--- config.mk ---
export PLATFORM = sky130hd
export DESIGN_NAME = midpoint_ellipse_rasterizer
export DESIGN_NICKNAME = d
export VERILOG_FILES = /design/src/rtl/mer_pkg.sv /design/src/rtl/midpoint_ellipse_rasterizer.sv
export VERILOG_INCLUDE_DIRS = /design/src /design/src/rtl
export SDC_FILE = /design/constraint.sdc
export NUM_CORES = 2
export LEC_CHECK = 0
export ABC_AREA = 1
export BUFFER_PORTS_ARGS = -buffer_cell sky130_fd_sc_hd__buf_4
export CORE_MARGIN = 2
export CORE_UTILIZATION = 30
export DETAILED_ROUTE_END_ITERATION = 8
export GPL_ROUTABILITY_DRIVEN = 1
export GPL_TIMING_DRIVEN = 0
export PLACE_DENSITY = 0.46
export SLEW_MARGIN = 10
export SYNTH_ARGS = -nofsm -noshare
export SYNTH_HDL_FRONTEND = slang
export SYNTH_SLANG_ARGS = --single-unit
export TNS_END_PERCENT = 50
--- constraint.sdc ---
create_clock -name clock -period 13.27 [get_ports clock]
set_input_delay 1.9905 -clock clock [delete_from_list [all_inputs] [get_ports clock]]
set_output_delay 1.9905 -clock clock [all_outputs]
set_load 0.02 [all_outputs]
--- src/rtl/midpoint_ellipse_rasterizer_assert.svh ---
// ----------------------------------------------------------------------------
// Midpoint ellipse rasterizer assertion macros
// Shorthand for the clocked implication checks used at the end of the top
// level. Each check is disabled while reset is high.
// ----------------------------------------------------------------------------
`ifndef MIDPOINT_ELLIPSE_RASTERIZER_ASSERT_SVH
`define MIDPOINT_ELLIPSE_RASTERIZER_ASSERT_SVH

// Consequent must hold in the same cycle as the antecedent
`define MER_ASSERT_SAME(lbl, clk, rst, ante, cons, msg) \
   lbl: assert property (@(posedge clk) disable iff (rst) (ante) |-> (cons)) else $error(msg);

// Consequent must hold in the cycle after the antecedent
`define MER_ASSERT_NEXT(lbl, clk, rst, ante, cons, msg) \
   lbl: assert property (@(posedge clk) disable iff (rst) (ante) |=> (cons)) else $error(msg);

`endif

--- src/rtl/mer_pkg.sv ---
// ----------------------------------------------------------------------------
// Midpoint ellipse rasterizer package
// Stream widths, operation codes and the sequencer state type.
// ----------------------------------------------------------------------------
`default_nettype none

package mer_pkg;

   // Field widths on the stream ports
   localparam int SEMI_W     = 10;
   localparam int PIX_W      = 11;
   localparam int REQ_DATA_W = 24;
   localparam int RSP_DATA_W = 24;

   // Operation carried in the request tuser
   localparam logic OP_START = 1'b0;
   localparam logic OP_STEP  = 1'b1;

   // Pixel index of the last mirrored pixel of a point
   localparam logic [1:0] PIX_LAST = 2'd3;

   typedef enum logic [4:0] {
      ST_IDLE,
      ST_S_A2,
      ST_S_B2,
      ST_S_AB,
      ST_S_FIN,
      ST_R1_LHS,
      ST_R1_RHS,
      ST_R1_CMP,
      ST_R1_INC,
      ST_R1_VERT,
      ST_R2I_BTX,
      ST_R2I_SQ1,
      ST_R2I_ATY,
      ST_R2I_SQ2,
      ST_R2I_AB,
      ST_R2I_SQ3,
      ST_R2I_FIN,
      ST_R2_VERT,
      ST_R2_SUB,
      ST_R2_ADD,
      ST_R2_HOR,
      ST_EMIT
   } state_type;

endpackage

`default_nettype wire

--- src/rtl/midpoint_ellipse_rasterizer.sv ---
// ----------------------------------------------------------------------------
// Midpoint ellipse rasterizer
// Walks the first quadrant of an origin-centred ellipse with the midpoint
// method and streams the four mirrored pixels of every point.
// ----------------------------------------------------------------------------
// A start word (tuser 0) loads the semi-axes and returns the four pixels of
// (0,b); each step word (tuser 1) advances one point and returns its four
// mirrors in the order (x,y), (x,-y), (-x,y), (-x,-y), tlast on the fourth,
// tuser set on all four pixels of the final point. A step after the curve
// has ended returns nothing. All arithmetic runs through one registered
// multiplier under a sequencer, so the block takes one request at a time:
// each start or step runs its sequencer states and then offers its four
// pixel words, one every cycle while rsp_tready is high. tready is low
// from the accepted request until its last pixel has been taken.
`default_nettype none

`include "midpoint_ellipse_rasterizer_assert.svh"

module midpoint_ellipse_rasterizer #(
   parameter int AXIS_BITS = 10
) (
   input  wire logic                           clock,
   input  wire logic                           reset,
   input  wire logic                           req_tvalid,
   output logic                                req_tready,
   // [9:0] semi_a, [19:10] semi_b, [23:20] zero
   input  wire logic [mer_pkg::REQ_DATA_W-1:0] req_tdata,
   // [0] op
   input  wire logic                           req_tuser,
   output logic                                rsp_tvalid,
   input  wire logic                           rsp_tready,
   // [10:0] pix_x, [21:11] pix_y, [23:22] zero
   output logic [mer_pkg::RSP_DATA_W-1:0]      rsp_tdata,
   // last_of_group
   output logic                                rsp_tlast,
   // [0] curve_done
   output logic                                rsp_tuser
);
   import mer_pkg::*;

   localparam int N     = AXIS_BITS;
   localparam int SQ_W  = 2 * AXIS_BITS;
   localparam int MUL_W = 2 * AXIS_BITS + 1;
   localparam int P_W   = 2 * MUL_W;
   localparam int DEC_W = 4 * AXIS_BITS + 8;

   state_type        state_ff, state_in;
   logic [N-1:0]     ax_ff, ax_in;
   logic [N-1:0]     bx_ff, bx_in;
   logic [N-1:0]     x_ff, x_in;
   logic [N-1:0]     y_ff, y_in;
   logic [SQ_W-1:0]  a2_ff, a2_in;
   logic [SQ_W-1:0]  b2_ff, b2_in;
   logic [DEC_W-1:0] dec_ff, dec_in;
   logic [P_W-1:0]   tmp_ff, tmp_in;
   logic [P_W-1:0]   prod_ff, prod_in;
   logic             region_two_ff, region_two_in;
   logic             active_ff, active_in;
   logic             neg_ff, neg_in;
   logic [1:0]       k_ff, k_in;

   logic             mul_go;
   logic [MUL_W-1:0] mul_a;
   logic [MUL_W-1:0] mul_b;
   logic [P_W-1:0]   mul_p;

   logic [N-1:0]     a_new;
   logic [N-1:0]     b_new;
   logic [N:0]       y2m1;
   logic [N:0]       xp1;
   logic [N+1:0]     x2p3;
   logic [N:0]       tx;
   logic [N-1:0]     ym1;
   logic [DEC_W-1:0] prod_dec;
   logic             lhs_gt;
   logic [PIX_W-1:0] px;
   logic [PIX_W-1:0] py;
   logic [PIX_W-1:0] pix_x;
   logic [PIX_W-1:0] pix_y;

   // Axes from the request, cut or widened to the axis size
   assign a_new = N'(req_tdata[SEMI_W-1:0]);
   assign b_new = N'(req_tdata[2*SEMI_W-1:SEMI_W]);

   // Small operand terms of the current point
   assign y2m1     = {y_ff, 1'b0} - (N+1)'(1);
   assign xp1      = {1'b0, x_ff} + (N+1)'(1);
   assign x2p3     = {1'b0, x_ff, 1'b0} + (N+2)'(3);
   assign tx       = {x_ff, 1'b1};
   assign ym1      = y_ff - N'(1);
   assign prod_dec = DEC_W'(prod_ff);
   assign lhs_gt   = {1'b0, tmp_ff} > {prod_ff, 1'b0};

   // Shared multiplier
   assign mul_p = P_W'(mul_a) * P_W'(mul_b);

   // Sequencer: next state, multiplier operands and datapath updates
   always_comb begin
      state_in      = state_ff;
      ax_in         = ax_ff;
      bx_in         = bx_ff;
      x_in          = x_ff;
      y_in          = y_ff;
      a2_in         = a2_ff;
      b2_in         = b2_ff;
      dec_in        = dec_ff;
      tmp_in        = tmp_ff;
      region_two_in = region_two_ff;
      active_in     = active_ff;
      neg_in        = neg_ff;
      k_in          = k_ff;
      mul_go        = 1'b0;
      mul_a         = '0;
      mul_b         = '0;

      unique case (state_ff)
         ST_IDLE: begin
            if (req_tvalid) begin
               if (req_tuser == OP_START) begin
                  ax_in    = a_new;
                  bx_in    = b_new;
                  state_in = ST_S_A2;
               end else if (active_ff) begin
                  if (region_two_ff) begin
                     state_in = ST_R2_VERT;
                  end else if (y_ff == '0) begin
                     state_in = ST_R2I_BTX;
                  end else begin
                     state_in = ST_R1_LHS;
                  end
               end
            end
         end
         // Start: a^2, b^2, then 4b^2 + a^2 - 4a^2 b
         ST_S_A2: begin
            mul_go   = 1'b1;
            mul_a    = MUL_W'(ax_ff);
            mul_b    = MUL_W'(ax_ff);
            state_in = ST_S_B2;
         end
         ST_S_B2: begin
            a2_in    = prod_ff[SQ_W-1:0];
            mul_go   = 1'b1;
            mul_a    = MUL_W'(bx_ff);
            mul_b    = MUL_W'(bx_ff);
            state_in = ST_S_AB;
         end
         ST_S_AB: begin
            b2_in    = prod_ff[SQ_W-1:0];
            dec_in   = (prod_dec << 2) + DEC_W'(a2_ff);
            mul_go   = 1'b1;
            mul_a    = MUL_W'(a2_ff);
            mul_b    = MUL_W'(bx_ff);
            state_in = ST_S_FIN;
         end
         ST_S_FIN: begin
            dec_in        = dec_ff - (prod_dec << 2);
            x_in          = '0;
            y_in          = bx_ff;
            region_two_in = 1'b0;
            state_in      = ST_EMIT;
         end
         // Region one test: a^2 (2y-1) > 2 b^2 (x+1)
         ST_R1_LHS: begin
            mul_go   = 1'b1;
            mul_a    = MUL_W'(a2_ff);
            mul_b    = MUL_W'(y2m1);
            state_in = ST_R1_RHS;
         end
         ST_R1_RHS: begin
            tmp_in   = prod_ff;
            mul_go   = 1'b1;
            mul_a    = MUL_W'(b2_ff);
            mul_b    = MUL_W'(xp1);
            state_in = ST_R1_CMP;
         end
         ST_R1_CMP: begin
            if (lhs_gt) begin
               mul_go   = 1'b1;
               mul_a    = MUL_W'(b2_ff);
               mul_b    = MUL_W'(x2p3);
               state_in = ST_R1_INC;
            end else begin
               state_in = ST_R2I_BTX;
            end
         end
         // Region one update: add 4b^2(2x+3), step down if not negative
         ST_R1_INC: begin
            dec_in = dec_ff + (prod_dec << 2);
            if (dec_ff[DEC_W-1]) begin
               x_in     = x_ff + N'(1);
               state_in = ST_EMIT;
            end else begin
               mul_go   = 1'b1;
               mul_a    = MUL_W'(a2_ff);
               mul_b    = MUL_W'(ym1);
               state_in = ST_R1_VERT;
            end
         end
         ST_R1_VERT: begin
            dec_in   = dec_ff - (prod_dec << 3);
            x_in     = x_ff + N'(1);
            y_in     = ym1;
            state_in = ST_EMIT;
         end
         // Region two start: (b tx)^2 + (2a ty)^2 - (2ab)^2
         ST_R2I_BTX: begin
            region_two_in = 1'b1;
            mul_go        = 1'b1;
            mul_a         = MUL_W'(bx_ff);
            mul_b         = MUL_W'(tx);
            state_in      = ST_R2I_SQ1;
         end
         ST_R2I_SQ1: begin
            mul_go   = 1'b1;
            mul_a    = prod_ff[MUL_W-1:0];
            mul_b    = prod_ff[MUL_W-1:0];
            state_in = ST_R2I_ATY;
         end
         ST_R2I_ATY: begin
            dec_in   = prod_dec;
            mul_go   = 1'b1;
            mul_a    = MUL_W'(ax_ff);
            mul_b    = MUL_W'(ym1);
            state_in = ST_R2I_SQ2;
         end
         ST_R2I_SQ2: begin
            mul_go   = 1'b1;
            mul_a    = MUL_W'({prod_ff, 1'b0});
            mul_b    = MUL_W'({prod_ff, 1'b0});
            state_in = ST_R2I_AB;
         end
         ST_R2I_AB: begin
            dec_in   = dec_ff + prod_dec;
            mul_go   = 1'b1;
            mul_a    = MUL_W'(ax_ff);
            mul_b    = MUL_W'(bx_ff);
            state_in = ST_R2I_SQ3;
         end
         ST_R2I_SQ3: begin
            mul_go   = 1'b1;
            mul_a    = MUL_W'({prod_ff, 1'b0});
            mul_b    = MUL_W'({prod_ff, 1'b0});
            state_in = ST_R2I_FIN;
         end
         ST_R2I_FIN: begin
            dec_in   = dec_ff - prod_dec;
            state_in = ST_R2_VERT;
         end
         // Region two: add 4a^2 - 8a^2(y-1), plus 8b^2(x+1) when negative
         ST_R2_VERT: begin
            if (y_ff == '0) begin
               active_in = 1'b0;
               state_in  = ST_IDLE;
            end else begin
               mul_go   = 1'b1;
               mul_a    = MUL_W'(a2_ff);
               mul_b    = MUL_W'(ym1);
               state_in = ST_R2_SUB;
            end
         end
         ST_R2_SUB: begin
            neg_in   = dec_ff[DEC_W-1];
            dec_in   = dec_ff - (prod_dec << 3);
            state_in = ST_R2_ADD;
         end
         ST_R2_ADD: begin
            dec_in = dec_ff + (DEC_W'(a2_ff) << 2);
            if (neg_ff) begin
               mul_go   = 1'b1;
               mul_a    = MUL_W'(b2_ff);
               mul_b    = MUL_W'(xp1);
               state_in = ST_R2_HOR;
            end else begin
               y_in     = ym1;
               state_in = ST_EMIT;
            end
         end
         ST_R2_HOR: begin
            dec_in   = dec_ff + (prod_dec << 3);
            x_in     = x_ff + N'(1);
            y_in     = ym1;
            state_in = ST_EMIT;
         end
         // Offer the four mirrors, close the point on the last one
         ST_EMIT: begin
            if (rsp_tready) begin
               k_in = k_ff + 2'd1;
               if (k_ff == PIX_LAST) begin
                  active_in = (y_ff != '0);
                  state_in  = ST_IDLE;
               end
            end
         end
         default: begin
            state_in = ST_IDLE;
         end
      endcase
   end

   // Load the product only when the multiplier is issued
   assign prod_in = mul_go ? mul_p : prod_ff;

   // Control registers
   always_ff @(posedge clock) begin
      if (reset) begin
         state_ff      <= ST_IDLE;
         active_ff     <= 1'b0;
         region_two_ff <= 1'b0;
         k_ff          <= 2'd0;
      end else begin
         state_ff      <= state_in;
         active_ff     <= active_in;
         region_two_ff <= region_two_in;
         k_ff          <= k_in;
      end
   end

   // Datapath registers
   always_ff @(posedge clock) begin
      ax_ff   <= ax_in;
      bx_ff   <= bx_in;
      x_ff    <= x_in;
      y_ff    <= y_in;
      a2_ff   <= a2_in;
      b2_ff   <= b2_in;
      dec_ff  <= dec_in;
      tmp_ff  <= tmp_in;
      prod_ff <= prod_in;
      neg_ff  <= neg_in;
   end

   // Mirror the point: bit 1 of the index negates x, bit 0 negates y
   assign px    = PIX_W'(x_ff);
   assign py    = PIX_W'(y_ff);
   assign pix_x = k_ff[1] ? (PIX_W'(0) - px) : px;
   assign pix_y = k_ff[0] ? (PIX_W'(0) - py) : py;

   assign req_tready = (state_ff == ST_IDLE);
   assign rsp_tvalid = (state_ff == ST_EMIT);
   assign rsp_tdata  = {(RSP_DATA_W - 2*PIX_W)'(0), pix_y, pix_x};
   assign rsp_tlast  = (k_ff == PIX_LAST);
   assign rsp_tuser  = (y_ff == '0);

   // Checks
   `MER_ASSERT_SAME(a_no_overlap, clock, reset, rsp_tvalid, !req_tready,
      "request taken while pixels are pending")
   `MER_ASSERT_NEXT(a_group_ends, clock, reset, rsp_tvalid && rsp_tready && rsp_tlast,
      !rsp_tvalid, "pixel offered after the last of a point")
   `MER_ASSERT_NEXT(a_done_clears, clock, reset,
      rsp_tvalid && rsp_tready && rsp_tlast && rsp_tuser, !active_ff,
      "curve still active after its final point")
   `MER_ASSERT_NEXT(a_axes_hold, clock, reset, !req_tready, $stable(ax_ff) && $stable(bx_ff),
      "axes changed while busy")

endmodule

`default_nettype wire
Yosys cells after proc, flatten, opt, wreduce, memory -nomap -nowiden
Cells that the tools add are included.
W data, S select, Z words.

storage, ports and cells
  memories = 0
  output and inout port bits = 28
  bits in read-only memories = 0
  bits in writable memories = 0
  bits in registers = 222
  latch bits = 0
  logic and storage cells = 124

operators by class
  multipliers = 1
  reductions and logical operators = 23
  multiplexer cells = 39
  divide/modulo/power cells = 0
  bitwise operators = 1
  equality and inequality tests = 29
  $add $sub $neg = 16
  order comparisons = 1
  shift-type cells = 0

operators by type and width
  kind                     number
  $pmux W48 S9             1
  $pmux W21 S12            1
  $pmux W21 S10            1
  $pmux W5 S20             1
  $mux W20                 4
  $pmux W10 S3             2
  $add A48 B22 Y48         1
  $add A48 B42 Y48         1
  $add A48 B44 Y48         1
  $add A48 B45 Y48         1
  $sub A48 B42 Y48         1
  $sub A48 B44 Y48         1
  $sub A48 B45 Y48         1
  $add A44 B20 Y45         1
  $gt A42 B43 Y1           1
  $mul A21 B21 Y42         1
  $eq A5 B4 Y1 const B     8
  $mux W10                 4
  $mux W5                  8
  $mux W11                 3
  $eq A5 B5 Y1 const B     6
  $sub A1 B10 Y11 const A  2
  $eq A5 B3 Y1 const B     4
  $add A11 B2 Y12 const B  1
  other kinds (30)         54

Logic depth before layout (Yosys ltp)
  depth in word-level cells = 7
  mapped depth = 45

Least setup slack after synthesis
OpenSTA, ideal clock, no wires.

  path kind = flip-flop to flip-flop
  start point = register prod_ff[33]
  end point = register prod_ff[24], data pin
  arrival = 7.545 ns
  stages on the path, launching flop included = 41
  required time = 13.005 ns
  clock period less this slack = 7.810 ns
  path buffers = 3
  path slack = 5.460 ns
  cell sequence = edfxtp_1 clkbuf_1 inv_1 ha_1 nand2_1 nor2_1 nand2_1 nor2_1 nand2_1 nor2_1 nand2_1 nand3_2 nand2_2 nor2_4 buf_6 nand2_2 nand2_4 buf_4 (+5 left out) fa_1 inv_1 fa_1 inv_1 fa_1 inv_1 fa_1 inv_1 fa_1 inv_1 ha_1 a21oi_1 o21ai_0 a21oi_1 nand2_1 a21oi_1 o21ai_0 xor2_1

on the way
  cells in the longest elaborated chain, start to end = 4
  elaborated cells on any way between the ends = 6
  classes of those cells = mul: 1; order compare: 1; mux: 4

ends and longest elaborated chain
  what                                            line                                source
  start: declaration                              midpoint_ellipse_rasterizer.sv:56   logic [P_W-1:0] prod_ff, prod_in;
  start signal: assignment                        midpoint_ellipse_rasterizer.sv:329  prod_ff <= prod_in;
  $gt A42 B43 Y1 *                                midpoint_ellipse_rasterizer.sv:92   assign lhs_gt = {1'b0, tmp_ff} > {prod_ff, 1'b0};
  $mux W12 or $mux W20 (tied branches)            midpoint_ellipse_rasterizer.sv:178  if (lhs_gt) begin
  $pmux W21 S12 or $pmux W21 S10 (tied branches)  midpoint_ellipse_rasterizer.sv:116  unique case (state_ff)
  $mul A21 B21 Y42 *                              midpoint_ellipse_rasterizer.sv:95   assign mul_p = P_W'(mul_a) * P_W'(mul_b);
  via mul_p[24]                                   midpoint_ellipse_rasterizer.sv:65   logic [P_W-1:0] mul_p;

The timed path passes the listed nets; every way through them passes the cells marked *.
A chain may end at the register's enable or synchronous reset.

Worst setup path in the final report
  start point = register prod_ff[35]
  end point = register prod_ff[24], data pin

The elaborated chain is that of the path after synthesis.

==> flow_metrics.env <==
export IMPL_fin_nets=7606
export IMPL_cp_start_kind="register"
export IMPL_hold_ws_ns=0.443
export IMPL_cts_resized=0
export IMPL_grt_use_total_pct=30.4
export IMPL_postCtsSetupBuffers=0
export IMPL_io_buffers=49
export IMPL_syn_area_um2=43600
export IMPL_yosysWarnings=0
export IMPL_wl_per_cell_um=25.9
export IMPL_finClkSkew_ns=0.0635
export IMPL_drc_errors=0
export IMPL_p_sw_share_pct=64.4
export IMPL_cts_path_max_buffers=3
export IMPL_power_mw=10.9
export IMPL_cts_buffers=34
export IMPL_ys_ff_latch=222
export IMPL_crit_family="adder cells"
export IMPL_ant_nets=0
export IMPL_power_leakage_nw=25.4
export IMPL_p_clk_share_pct=9.1
export IMPL_grt_max_degree=52
export IMPL_p_per_area_nw_per_um2=229
export IMPL_worst_skew_pair_late_latency_ns=0.65
export IMPL_vias=45001
export IMPL_area_growth_pct=9.16
export IMPL_cp_required_ns=13.61
export IMPL_setup_tns_ns=0
export IMPL_core_area_um2=144000
export IMPL_rows=139
export IMPL_crit_fanout=10
export IMPL_grt_pass1_vias=44295
export IMPL_numClockSinks=222
export IMPL_status="complete, no violations"
export IMPL_ir_drop_mv=0.0914
export IMPL_start_util_pct=30.3
export IMPL_finalCritPeriodShare_pct=83.0
export IMPL_antenna_found_initial=5
export IMPL_synth_edff_count=213
export IMPL_drt_wl_total_mm=228
export IMPL_overflow=0
export IMPL_drt_pass1_iterations=8
export IMPL_ys_flop_type="edfxtp_1"
export IMPL_rsz0062_at_grt="false"
export IMPL_cts_root_buf="clkbuf_16"
export IMPL_cts_max_level=2
export IMPL_pwr_share_comb_pct=76.5
export IMPL_synth_distinct_cells=65
export IMPL_worst_pin_slew_ns=1.33
export IMPL_grt_pass1_wl_mm=321
export IMPL_cap_violations=0
export IMPL_critical_path_top_cell_by_count="fa_1"
export IMPL_r2r_slack_ns=2.26
export IMPL_setup_viol_count_final=0
export IMPL_cp_slowest_cell="clkbuf_1"
export IMPL_timing_final_max_slew_violations=0
export IMPL_drt_initial_drc_count=3991
export IMPL_async_flop_share_pct=0
export IMPL_gp_congestion=1.05
export IMPL_die_area_um2=148000
export IMPL_critPathBufInv=9
export IMPL_arrival_ns=11.35
export IMPL_hold_buffers=0
export IMPL_p_int_mw=3.89
export IMPL_avgSynthCellArea_um2=6.44
export IMPL_pwr_share_seq_pct=14.4
export IMPL_crit_path_end_kind="register"
export IMPL_synth_seq_area_share_pct=15.1
export IMPL_pin_count=57
export IMPL_avgViaCountPerCell=5.12
export IMPL_switchingPower_mw=7.03
export IMPL_clk_pin_slew_ns=0.05
export IMPL_cts_tree="done"
export IMPL_hold_class="register to register"
export IMPL_slew_headroom_pct=11.6
export IMPL_final_layout_size_suffix_gt1_share_pct=4.79
export IMPL_crit_type="register to register"
export IMPL_chipHeight_um=385
export IMPL_slowest_delay_ns=0.94
export IMPL_layout_common_cells="nand2_1, inv_1, nor2_1"
export IMPL_final_common_cell="nand2_1"
export IMPL_detailedPlacementHpwl_mm=196
export IMPL_hold_viol=0
export IMPL_fmax_mhz=90.8
export IMPL_synth_cells=6776
export IMPL_die_w_um=385
export IMPL_fin_crit_ns=11.01
[metal layers]
layer	track usage (%)	wire, um	vias up
li1	-	-	21200
met1	36.8	91100	21632
met2	50.7	106000	1720
met3	3.21	12100	447
met4	20.5	18600	2
met5	0	13	-
[synth_stat cells (6+ instances only)]
cell | instances | share of area (%)
a22oi_1 | 6 | 0.10
o211ai_1 | 11 | 0.19
o2111ai_1 | 7 | 0.14
clkinv_1 | 10 | 0.086
fa_1 | 362 | 17
buf_6 | 8 | 0.21
edfxtp_1 | 213 | 15
nand2_1 | 2240 | 19
o22ai_1 | 25 | 0.36
a21oi_1 | 259 | 3.0
nand3_1 | 358 | 4.1
dfxtp_1 | 9 | 0.41
a31oi_1 | 18 | 0.26
nor4_1 | 18 | 0.26
nor2_4 | 8 | 0.21
inv_1 | 1399 | 12
nor2_2 | 17 | 0.24
nand3b_1 | 40 | 0.69
inv_2 | 39 | 0.34
or2_2 | 23 | 0.33
a21o_1 | 7 | 0.12
ha_1 | 352 | 10
nand2_2 | 17 | 0.24
buf_4 | 24 | 0.41
xor2_1 | 93 | 1.9
nand4_1 | 105 | 1.5
clkbuf_1 | 64 | 0.55
o21ai_0 | 228 | 2.6
nor2_1 | 518 | 4.5
o21ai_1 | 21 | 0.24
o221ai_1 | 20 | 0.40
xnor2_1 | 20 | 0.40
o21bai_1 | 22 | 0.38
buf_2 | 54 | 0.62
nor3_1 | 80 | 0.92
and2_1 | 15 | 0.22
[stage by stage]
| stage | area (um^2) | util, % | setup slack, ns | std cells |
|---|---|---|---|---|
| floorplan | 43600 | - | 5.46 | 6777 |
| global placement | 46400 | 32.2 | 2.32 | 8729 |
| detailed placement | 46400 | 32.2 | 2.36 | 8730 |
| CTS | 47600 | 33.1 | 2.43 | 8792 |
| global route | 47600 | 33.1 | 1.95 | 8792 |
| finish | 47600 | 33.1 | 2.26 | 8795 |
[cells by family (layout without fill, tap and decap cells)]
| group | count (synthesis) | after routing | synth area share, % |
|---|---|---|---|
| compound gates | 661 | 661 | 8.58 |
| xor+xnor | 113 | 113 | 2.27 |
| fa+ha+maj | 714 | 714 | 26.7 |
| buf+inv | 1604 | 1716 | 14.3 |
| flops | 222 | 222 | 15.1 |
| other cells | 1 | 5 | 0.00860 |
| simple gates | 3461 | 3461 | 33.1 |
[layout make-up]
class,count,area (um^2)
Clock inverter,22,288
Tap cell,1903,2380
Sequential cell,222,6580
Buffer,154,798
Clock buffer,40,903
Fill cell,16336,96400
Inverter,1450,5450
Timing Repair Buffer,50,375
Antenna cell,3,7.51
Multi-Input combinational cell,4951,30800
[registers in the layout, summed over array words and instances (netlist names)]
| name | flops |
|---|---|
| y_ff | 10 |
| active_ff | 1 |
| neg_ff | 1 |
| x_ff | 10 |
| tmp_ff | 42 |
| bx_ff | 10 |
| region_two_ff | 1 |
| state_ff | 5 |
| a2_ff | 20 |
| b2_ff | 20 |
| k_ff | 2 |
| prod_ff | 42 |
| dec_ff | 48 |
| ax_ff | 10 |
[path summary, 6_finish.rpt]
kind                    start     endpoint  cells after the start
setup / recovery  prod_ff[35]  prod_ff[24]                     33
hold / removal    prod_ff[30]   tmp_ff[30]                      0
setup reg to reg  prod_ff[35]  prod_ff[24]                     33
hold reg to reg   prod_ff[30]   tmp_ff[30]                      0
[power by group through the flow]
stage	combinational [mW]	clock [mW]	sequential (mW)
floorplan	5.06	0	1.25
global placement	8.17	0	1.58
detailed placement	8.16	0	1.56
CTS	8.21	1.01	1.55
global route	9.08	1.04	1.55
finish	8.35	0.996	1.57
No activity file was read; power rests on OpenSTA's default activity.
